## src/design/gtss_pkg.sv

```systemverilog
// ----------------------------------------------------------------------------
// gtss_pkg: shared types and microcode for the Gaussian series block
// Register indexes, status codes, sequencer step codes and the control ROM.
// ----------------------------------------------------------------------------
package gtss_pkg;

  localparam int MAX_TERMS_DEF   = 255;
  localparam int X_FRAC_BITS_DEF = 13;

  localparam int SUM_W   = 64;
  localparam int X_W     = 16;
  localparam int TOL_W   = 32;
  localparam int TERMS_W = 8;
  localparam int CFG_IDX_W = 2;
  localparam int CFG_DAT_W = 32;

  // Term magnitude limit and sum limits
  localparam logic [63:0] MAG_MAX  = 64'h7FFF_FFFF_FFFF_FFFF;
  localparam logic [63:0] SUM_MAX  = 64'h7FFF_FFFF_FFFF_FFFF;
  localparam logic [63:0] SUM_MIN  = 64'h8000_0000_0000_0000;
  localparam logic [63:0] ONE_Q32  = 64'h0000_0001_0000_0000;
  localparam logic [7:0]  TERM_COUNT_RST = 8'd50;
  localparam logic [31:0] TOLERANCE_RST  = 32'd42950;

  typedef enum logic [CFG_IDX_W-1:0] {
    REG_STOP_MODE  = 2'd0,
    REG_TERM_COUNT = 2'd1,
    REG_TOLERANCE  = 2'd2
  } reg_idx_t;

  typedef enum logic [1:0] {
    ST_OK  = 2'd0,
    ST_CAP = 2'd1,
    ST_OVF = 2'd2
  } status_t;

  // Sequencer steps
  typedef enum logic [2:0] {
    S_IDLE  = 3'd0,
    S_CHECK = 3'd1,
    S_MUL   = 3'd2,
    S_DIVLD = 3'd3,
    S_DIV   = 3'd4,
    S_UPD   = 3'd5,
    S_FIN   = 3'd6
  } step_t;

  // Datapath operation of a step
  typedef enum logic [2:0] {
    OP_NOP   = 3'd0,
    OP_IDLE  = 3'd1,
    OP_CHECK = 3'd2,
    OP_MUL   = 3'd3,
    OP_DIVLD = 3'd4,
    OP_DIV   = 3'd5,
    OP_UPD   = 3'd6,
    OP_FIN   = 3'd7
  } op_t;

  // Branch kind: fall through, repeat while loop count left, jump on test,
  // wait for test
  typedef enum logic [1:0] {
    BR_NEXT = 2'd0,
    BR_LOOP = 2'd1,
    BR_TEST = 2'd2,
    BR_WAIT = 2'd3
  } br_t;

  typedef enum logic [1:0] {
    LD_NONE = 2'd0,
    LD_MUL  = 2'd1,
    LD_DIV  = 2'd2
  } ld_t;

  typedef struct packed {
    op_t   op;
    br_t   br;
    ld_t   load;
    step_t nxt;
    step_t alt;
  } ucode_t;

  function automatic ucode_t ucode(input step_t s);
    ucode_t w;
    case (s)
      S_IDLE:  w = '{op: OP_IDLE,  br: BR_WAIT, load: LD_NONE, nxt: S_CHECK, alt: S_IDLE};
      S_CHECK: w = '{op: OP_CHECK, br: BR_TEST, load: LD_MUL,  nxt: S_MUL,   alt: S_FIN};
      S_MUL:   w = '{op: OP_MUL,   br: BR_LOOP, load: LD_NONE, nxt: S_DIVLD, alt: S_IDLE};
      S_DIVLD: w = '{op: OP_DIVLD, br: BR_NEXT, load: LD_DIV,  nxt: S_DIV,   alt: S_IDLE};
      S_DIV:   w = '{op: OP_DIV,   br: BR_LOOP, load: LD_NONE, nxt: S_UPD,   alt: S_IDLE};
      S_UPD:   w = '{op: OP_UPD,   br: BR_TEST, load: LD_NONE, nxt: S_CHECK, alt: S_FIN};
      S_FIN:   w = '{op: OP_FIN,   br: BR_WAIT, load: LD_NONE, nxt: S_IDLE,  alt: S_IDLE};
      default: w = '{op: OP_NOP,   br: BR_NEXT, load: LD_NONE, nxt: S_IDLE,  alt: S_IDLE};
    endcase
    return w;
  endfunction

endpackage

```

## src/design/gaussian_taylor_series_sum.sv

```systemverilog
// ----------------------------------------------------------------------------
// gaussian_taylor_series_sum: Maclaurin series of exp(-x*x)
// Microcoded sequencer over a 16-bit-slice multiplier and an 8-bit-per-cycle
// divider by the term index; fixed or tolerance stop, saturating sum.
// ----------------------------------------------------------------------------
// Steps: after accept, each term runs a check, the multiply passes, a divide
//   load, 9 divide steps at X_FRAC_BITS 13 and an update; a final check or a
//   saturated term or sum ends the series and the result loads when free.
// Throughput: one item at a time; next accept in idle once the result loads.
// Reset: rst (synchronous) returns the sequencer to idle, drops any pending
//   result and restores stop_mode 0, term_count 50, tolerance 42950.
module gaussian_taylor_series_sum
  import gtss_pkg::*;
#(
  parameter int MAX_TERMS   = MAX_TERMS_DEF,
  parameter int X_FRAC_BITS = X_FRAC_BITS_DEF
) (
  input  logic                 clk,
  input  logic                 rst,
  input  logic                 in_valid,
  output logic                 in_ready,
  input  logic [X_W-1:0]       x_value,
  output logic                 out_valid,
  input  logic                 out_ready,
  output logic [SUM_W-1:0]     sum_value,
  output logic [TERMS_W-1:0]   terms_used,
  output logic [1:0]           status,
  input  logic                 cfg_valid,
  output logic                 cfg_ready,
  input  logic [CFG_IDX_W-1:0] cfg_index,
  input  logic [CFG_DAT_W-1:0] cfg_data
);

  // Widths derived from the parameters
  localparam int CW    = $clog2(MAX_TERMS + 1);    // term counter / divisor
  localparam int X2W   = 63 - 2 * X_FRAC_BITS;     // x*x aligned to Q.32
  localparam int X2SH  = 32 - 2 * X_FRAC_BITS;
  localparam int PRW   = 16 + X2W;                 // one slice product
  localparam int PW    = 63 + X2W;                 // full mag*x2 product
  localparam int SW    = PW - 32;                  // product >> 32
  localparam int DIV_STEPS = (SW + 7) / 8;         // 8 quotient bits per step
  localparam int QW    = DIV_STEPS * 8;
  localparam int MUL_PASSES = 5;                   // 4 slices + 1 drain
  localparam int LOOP_MAX = (DIV_STEPS > MUL_PASSES) ? DIV_STEPS - 1 : MUL_PASSES - 1;
  localparam int LW    = $clog2(LOOP_MAX + 1);

  // Configuration registers
  logic        stop_mode;
  logic [7:0]  term_count;
  logic [31:0] tolerance;

  // Sequencer
  step_t       step;
  step_t       step_next;
  ucode_t      uw;
  logic [LW-1:0] lcnt;
  logic        test;

  // Datapath registers
  logic [X2W-1:0]  x2;
  logic [63:0]     mag;
  logic            neg;
  logic [63:0]     sum;
  logic [CW-1:0]   added;
  logic [CW-1:0]   limit;
  status_t         st;
  logic [PRW-1:0]  prod;
  logic [PW-1:0]   acc;
  logic [QW-1:0]   div_reg;
  logic [CW-1:0]   rem;

  // Combinational helpers
  logic [15:0]     ax;
  logic [31:0]     axsq;
  logic [CW-1:0]   dvs;
  logic [CW-1:0]   rem_next;
  logic [CW:0]     r2;
  logic [7:0]      qbits;
  logic            stop_hit;
  logic            term_ovf;
  logic [63:0]     mag_new;
  logic            neg_new;
  logic [64:0]     s65;
  logic            sum_ovf;
  logic            upd_fail;
  logic            out_free;
  logic            in_fire;

  assign cfg_ready = 1'b1;
  assign in_ready  = (step == S_IDLE);
  assign in_fire   = in_valid && in_ready;
  assign out_free  = !out_valid || out_ready;

  // Configuration writes; unknown indexes drop
  always_ff @(posedge clk) begin
    if (rst) begin
      stop_mode  <= 1'b0;
      term_count <= TERM_COUNT_RST;
      tolerance  <= TOLERANCE_RST;
    end else if (cfg_valid && cfg_ready) begin
      case (cfg_index)
        REG_STOP_MODE:  stop_mode  <= cfg_data[0];
        REG_TERM_COUNT: term_count <= cfg_data[7:0];
        REG_TOLERANCE:  tolerance  <= cfg_data;
        default: ;
      endcase
    end
  end

  // Fetch the control word of the current step
  always_comb begin
    uw = ucode(step);
  end

  // |x| and x*x for the load step
  always_comb begin
    ax   = x_value[X_W-1] ? 16'(-x_value) : x_value;
    axsq = 32'(ax) * 32'(ax);
  end

  // Stop test ahead of each term: tolerance met or term budget used up
  assign stop_hit = (stop_mode && (mag <= {32'd0, tolerance})) || (added >= limit);

  // Divisor is the index of the term being formed
  assign dvs = added + CW'(1);

  // Eight restoring division steps per cycle on the narrow remainder
  always_comb begin
    rem_next = rem;
    qbits    = '0;
    r2       = '0;
    for (int b = 0; b < 8; b++) begin
      r2 = {rem_next, div_reg[QW-1-b]};
      if (r2 >= {1'b0, dvs}) begin
        r2 = r2 - {1'b0, dvs};
        qbits[7-b] = 1'b1;
      end
      rem_next = r2[CW-1:0];
    end
  end

  // Term update: saturate the magnitude, flip the sign, saturating accumulate
  always_comb begin
    term_ovf = |div_reg[QW-1:63];
    mag_new  = term_ovf ? MAG_MAX : {1'b0, div_reg[62:0]};
    neg_new  = !neg;
    if (neg_new) begin
      s65 = {sum[63], sum} - {1'b0, mag_new};
    end else begin
      s65 = {sum[63], sum} + {1'b0, mag_new};
    end
    sum_ovf  = (s65[64] != s65[63]);
    upd_fail = term_ovf || sum_ovf;
  end

  // Branch condition for the current step
  always_comb begin
    case (uw.op)
      OP_IDLE:  test = in_valid;
      OP_CHECK: test = stop_hit;
      OP_UPD:   test = upd_fail;
      OP_FIN:   test = out_free;
      default:  test = 1'b0;
    endcase
  end

  // Next step
  always_comb begin
    case (uw.br)
      BR_NEXT: step_next = uw.nxt;
      BR_LOOP: step_next = (lcnt != '0) ? step : uw.nxt;
      BR_TEST: step_next = test ? uw.alt : uw.nxt;
      BR_WAIT: step_next = test ? uw.nxt : step;
      default: step_next = S_IDLE;
    endcase
  end

  always_ff @(posedge clk) begin
    if (rst) begin
      step <= S_IDLE;
      lcnt <= '0;
    end else begin
      step <= step_next;
      case (uw.load)
        LD_MUL:  lcnt <= LW'(MUL_PASSES - 1);
        LD_DIV:  lcnt <= LW'(DIV_STEPS - 1);
        default: begin
          if (uw.br == BR_LOOP && lcnt != '0) begin
            lcnt <= lcnt - LW'(1);
          end
        end
      endcase
    end
  end

  // Datapath, driven by the control word
  always_ff @(posedge clk) begin
    if (rst) begin
      st <= ST_OK;
    end else begin
      case (uw.op)
        OP_IDLE: begin
          if (in_fire) begin
            x2    <= X2W'(64'(axsq) << X2SH);
            mag   <= ONE_Q32;
            sum   <= ONE_Q32;
            neg   <= 1'b0;
            added <= '0;
            if (stop_mode) begin
              limit <= CW'(MAX_TERMS);
              st    <= ST_OK;
            end else if (int'(term_count) > MAX_TERMS) begin
              limit <= CW'(MAX_TERMS);
              st    <= ST_CAP;
            end else begin
              limit <= CW'(term_count);
              st    <= ST_OK;
            end
          end
        end
        OP_CHECK: begin
          // Clear the multiply accumulator; flag the cap in tolerance mode
          acc  <= '0;
          prod <= '0;
          if (stop_hit && stop_mode && !(mag <= {32'd0, tolerance})) begin
            st <= ST_CAP;
          end
        end
        OP_MUL: begin
          // Top slice first; shifted-out slices feed zeros to the drain pass
          prod <= PRW'(mag[63:48]) * PRW'(x2);
          mag  <= {mag[47:0], 16'd0};
          acc  <= (acc << 16) + PW'(prod);
        end
        OP_DIVLD: begin
          div_reg <= QW'(acc[PW-1:32]);
          rem     <= '0;
        end
        OP_DIV: begin
          div_reg <= {div_reg[QW-9:0], qbits};
          rem     <= rem_next;
        end
        OP_UPD: begin
          mag   <= mag_new;
          neg   <= neg_new;
          added <= added + CW'(1);
          if (sum_ovf) begin
            sum <= neg_new ? SUM_MIN : SUM_MAX;
          end else begin
            sum <= s65[63:0];
          end
          if (upd_fail) begin
            st <= ST_OVF;
          end
        end
        default: ;
      endcase
    end
  end

  // Output register: load on finish when free, hold until taken
  always_ff @(posedge clk) begin
    if (rst) begin
      out_valid <= 1'b0;
    end else if (uw.op == OP_FIN && out_free) begin
      out_valid  <= 1'b1;
      sum_value  <= sum;
      terms_used <= (int'(added) > 255) ? 8'hFF : 8'(added);
      status     <= st;
    end else if (out_ready) begin
      out_valid <= 1'b0;
    end
  end

  // Checks on the sequencer and datapath
  a_accept_to_check: assert property (@(posedge clk) disable iff (rst)
    in_fire |=> step == S_CHECK)
    else $error("accepted item did not start a term pass");

  a_mul_drained: assert property (@(posedge clk) disable iff (rst)
    step == S_DIVLD |-> prod == '0 && mag == '0)
    else $error("multiply slices not fully consumed");

  a_upd_in_budget: assert property (@(posedge clk) disable iff (rst)
    step == S_UPD |-> added < limit)
    else $error("term formed beyond its budget");

  a_status_code: assert property (@(posedge clk) disable iff (rst)
    out_valid |-> (status == ST_OK || status == ST_CAP || status == ST_OVF))
    else $error("bad status code on result");

  a_busy_not_ready: assert property (@(posedge clk) disable iff (rst)
    (step == S_MUL || step == S_DIV) |-> !in_ready)
    else $error("input ready while a term is in progress");

endmodule
```

## config.mk

```make
export PLATFORM = sky130hd
export DESIGN_NAME = gaussian_taylor_series_sum
export DESIGN_NICKNAME = d
export VERILOG_FILES = /design/src/design/gtss_pkg.sv /design/src/design/gaussian_taylor_series_sum.sv
export SDC_FILE = /design/constraint.sdc
export NUM_CORES = 2
export LEC_CHECK = 0
export BUFFER_PORTS_ARGS = -buffer_cell sky130_fd_sc_hd__buf_2
export CELL_PAD_IN_SITES_DETAIL_PLACEMENT = 1
export CELL_PAD_IN_SITES_GLOBAL_PLACEMENT = 1
export CORE_MARGIN = 5
export CORE_UTILIZATION = 52
export CTS_BUF_LIST = sky130_fd_sc_hd__clkbuf_2
export DETAILED_ROUTE_END_ITERATION = 10
export GPL_TIMING_DRIVEN = 0
export MAX_ROUTING_LAYER = met4
export PLACE_DENSITY_LB_ADDON = 0.1
export SLEW_MARGIN = 10
export SYNTH_ARGS = -nofsm -noshare
export SYNTH_HDL_FRONTEND = slang
export SYNTH_SLANG_ARGS = --single-unit
```

## constraint.sdc

```tcl
create_clock -name clk -period 24.2 [get_ports clk]
set_input_delay 1.21 -clock clk [delete_from_list [all_inputs] [get_ports clk]]
set_output_delay 1.21 -clock clk [all_outputs]
set_load 0.1 [all_outputs]
```

==> flow_summary.toml <==
[status]
status = "completed"

[setup_path]
most_frequent_cell_on_critical_path = "o21ai_0"
timing.critical_path.max_delay_family = "compound AO/OA/AOI/OAI gates"
crit_path_top_delay_cell = "edfxtp_1"
timing.setup.critical_path_class = "reg2reg"
worstSetupPathDepth = 104
path_max_fanout = 10
critical_path.endpoint = "rem[4]$_SDFFCE_PP0P_"
r2r-end = "rem[4]$_SDFFCE_PP0P_"
arrival_ps = 23750
crit_required_ps = 25260
critical_path.reg2reg.startpoint = "added[1]$_SDFFCE_PN0P_"
r2r_slack_ps = 1510
max_stage_delay_ps = 520
start_kind = "register"
cp-end-kind = "register"
critPathBufInv = 12
reg2reg_depth = 104
worstSetupStartpoint = "added[1]$_SDFFCE_PN0P_"

[clock_network]
clock_path_buffers = 3
cts_tree = "yes"
cts_made_buffers = 141
cts.clk_slew.worst_paths_ps = 100
cts.sink_count = 521
cts_root_buf = "clkbuf_2"
ctsHtreeMaxLevel = 4
clock_insertion_delay_worst_skew_ps = 1430

[place]
dp_cells = 7123
instance_area_after_placement_mm2 = 0.0554
place.port_buffers = 129
post-dp-hpwl_mm = 143
dpl_worst_slack_ps = -655
gp_routability_congestion = 0.988

[layout]
seqCellArea_mm2 = 0.0151
fraction_of_layout_cells_with_a_size_suffix_above_1_pct = 8.04
nFillCells = 11644
footprint_of_the_multi_input_gates_mm2 = 0.0341
layout-area-overhead-vs-synth_pct = 8.80
largest_reg_flops = 94
final_net_count = 6990
stdcell_count = 7409
postLayoutCellArea_mm2 = 0.0572

[grt]
antenna_violations_before_repair = 9
grt.overflow.total = 0
first_global_vias = 47356
grt_max_degree = 31
wire_length_of_the_first_global_routing_pass_mm = 274
grt_usage_pct = 34.2

[sta]
postLayoutSetupSlackWorst_ps = 1510
rsz0062_at_grt = "false"
max_freq_mhz = 44.1
post-route-period-util_pct = 93.8
setup-violations-final = 0
final_count_of_pins_violating_max_slew = 0
timing.slew.headroom_pct = 7.08
worst_slew_pin_tran_ps = 1390
period_needed_ps = 22690
final-hold-violation-count = 0
worst_clock_skew_ps = 170

[yosys]
syn_inst = 5591
yosys.area.top_type_share_pct = 26.8
count_of_distinct_cell_types_in_the_synthesized_netlist = 102
postSynthAreaPerCell_um2 = 9.40
synth-edff-count = 470
synth_top_family_by_area = "adder cells"
synth.cell_area_mm2 = 0.0526
postSynthRegisterBits = 521
synth-adder-area-share_pct = 31.6
synth_most_common_cell = "nand2_1"
post_synth_xor_area_fraction_pct = 4.55
portion_of_the_post_synthesis_area_used_by_sequential_elements_pct = 28.8
top_area_cells_in_the_synthesized_netlist = "edfxtp_1, fa_1, ha_1, nand2_1, inv_1"
synth_compound_gate_area_share_pct = 11.1
async_set_or_reset_flop_fraction_in_the_synthesized_netlist_pct = 0
post_synth_most_frequent_cells = "nand2_1, inv_1, fa_1"
synth_flop_cell = "edfxtp_1"
yosys_warnings = 0
area_share_of_and_or_nand_nor_cells_after_synthesis_pct = 16.7
synth_area_leader_cell = "edfxtp_1"
yosys-mux-area-fraction_pct = 0.593

[detailed_routing]
vias = 42884
drt_drc_violations_left = 0
route.final.wire_length_mm = 177
drt_first_pass_iters = 5
route.detailed.wl_per_inst_um = 23.9
drt_iter0_drc = 2760
routed_via_density = 5.79
postRouteAntennaNets = 0

[floorplan]
fp.dieH_um = 328
ios = 132
placeable_area_mm2 = 0.100
die_w_um = 328
design.die.area_mm2 = 0.108
start_util_pct = 52.4
placement_rows = 116

[hold_path]
timing.hold.worst.class = "in2reg"
timing.hold.worst_path_depth = 3

[job]
drv_cap = 0
cell usage in the layout, fill, tap and decap left out, types with 50 or more instances in the layout:
master and n:
nand2_1 917, fa_1 568, xnor2_1 162, clkbuf_2 198, xor2_1 97, nor3_1 73, inv_1 704, a21o_1 96
clkbuf_1 206, o21ai_0 220, nor2_1 391, edfxtp_1 470, nand2b_1 50, dfxtp_1 51, a21oi_1 307, and2_1 157
nand3_1 61, nor2b_1 58, buf_2 132, ha_1 414
layout make-up:
type | count | area share (%)
clock buffer | 197 | 1.72
timing repair buffer | 201 | 2.51
multi-input combinational | 4152 | 59.7
antenna | 8 | 0.0350
inverter | 713 | 4.68
tap | 1357 | 2.97
clock inverter | 38 | 0.437
buffer | 222 | 1.50
sequential | 521 | 26.5
through the flow:
step / setup TNS [ps] / utilization [%] / hold WS [ps]
floorplan: 0 / - / 409
global placement: -598 / 54.8 / 445
detailed placement: -5170 / 55.3 / 448
CTS: 0 / 56.9 / 3.66
global route: 0 / 57.0 / 99.5
finish: 0 / 57.0 / 179
worst min-delay path by stage:
stage	from	endpoint	slack, ps
after floorplan	st[1]$_SDFFE_PP0P_	status[1]$_DFFE_PP_	410
after global placement	tolerance[25]$_SDFFE_PP0P_	tolerance[25]$_SDFFE_PP0P_	450
after detailed placement	term_count[3]$_SDFFE_PP0P_	term_count[3]$_SDFFE_PP0P_	450
after CTS	out_ready	out_valid$_SDFFE_PP0P_	4
after global routing	out_ready	out_valid$_SDFFE_PP0P_	100
final	rst	st[1]$_SDFFE_PP0P_	180
routing by layer:
layer	global-route usage [%]	share of wire, %	up-vias
met2	58.9	50	1433
met1	38.6	38	21575
met5	-	0	-
met4	18.2	6.4	0
li1	-	-	19367
met3	5.25	5.9	509
worst register-to-register path, delay by kind of cell, from the launching register on:
family | cells | cell delay, ps
AND/OR/NAND/NOR | 18 | 2750
buffers and inverters | 12 | 1780
flip-flops | 1 | 520
adder cells (fa/ha/maj) | 9 | 2840
AO/OA/AOI/OAI | 61 | 13040
multiplexers | 4 | 1450
kinds of logic after synthesis:
logic type,count (synthesis)
AND/OR/NAND/NOR,1928
adder cells (fa/ha/maj),986
buffers and inverters,935
AO/OA/AOI/OAI,924
flip-flops,521
XOR/XNOR,267
multiplexers,28
other,2
repair_timing:
item	in CTS	in global routing
pin swaps	0	2
setup buffers	0	10
setup endpoints to repair	9	9
hold endpoints to repair	37	0
gates resized for setup	5	17
hold buffers	33	0
Power is left out: the tool's default activity adds up to more than one toggle a clock period on the data nets, which glitch-free logic cannot reach.
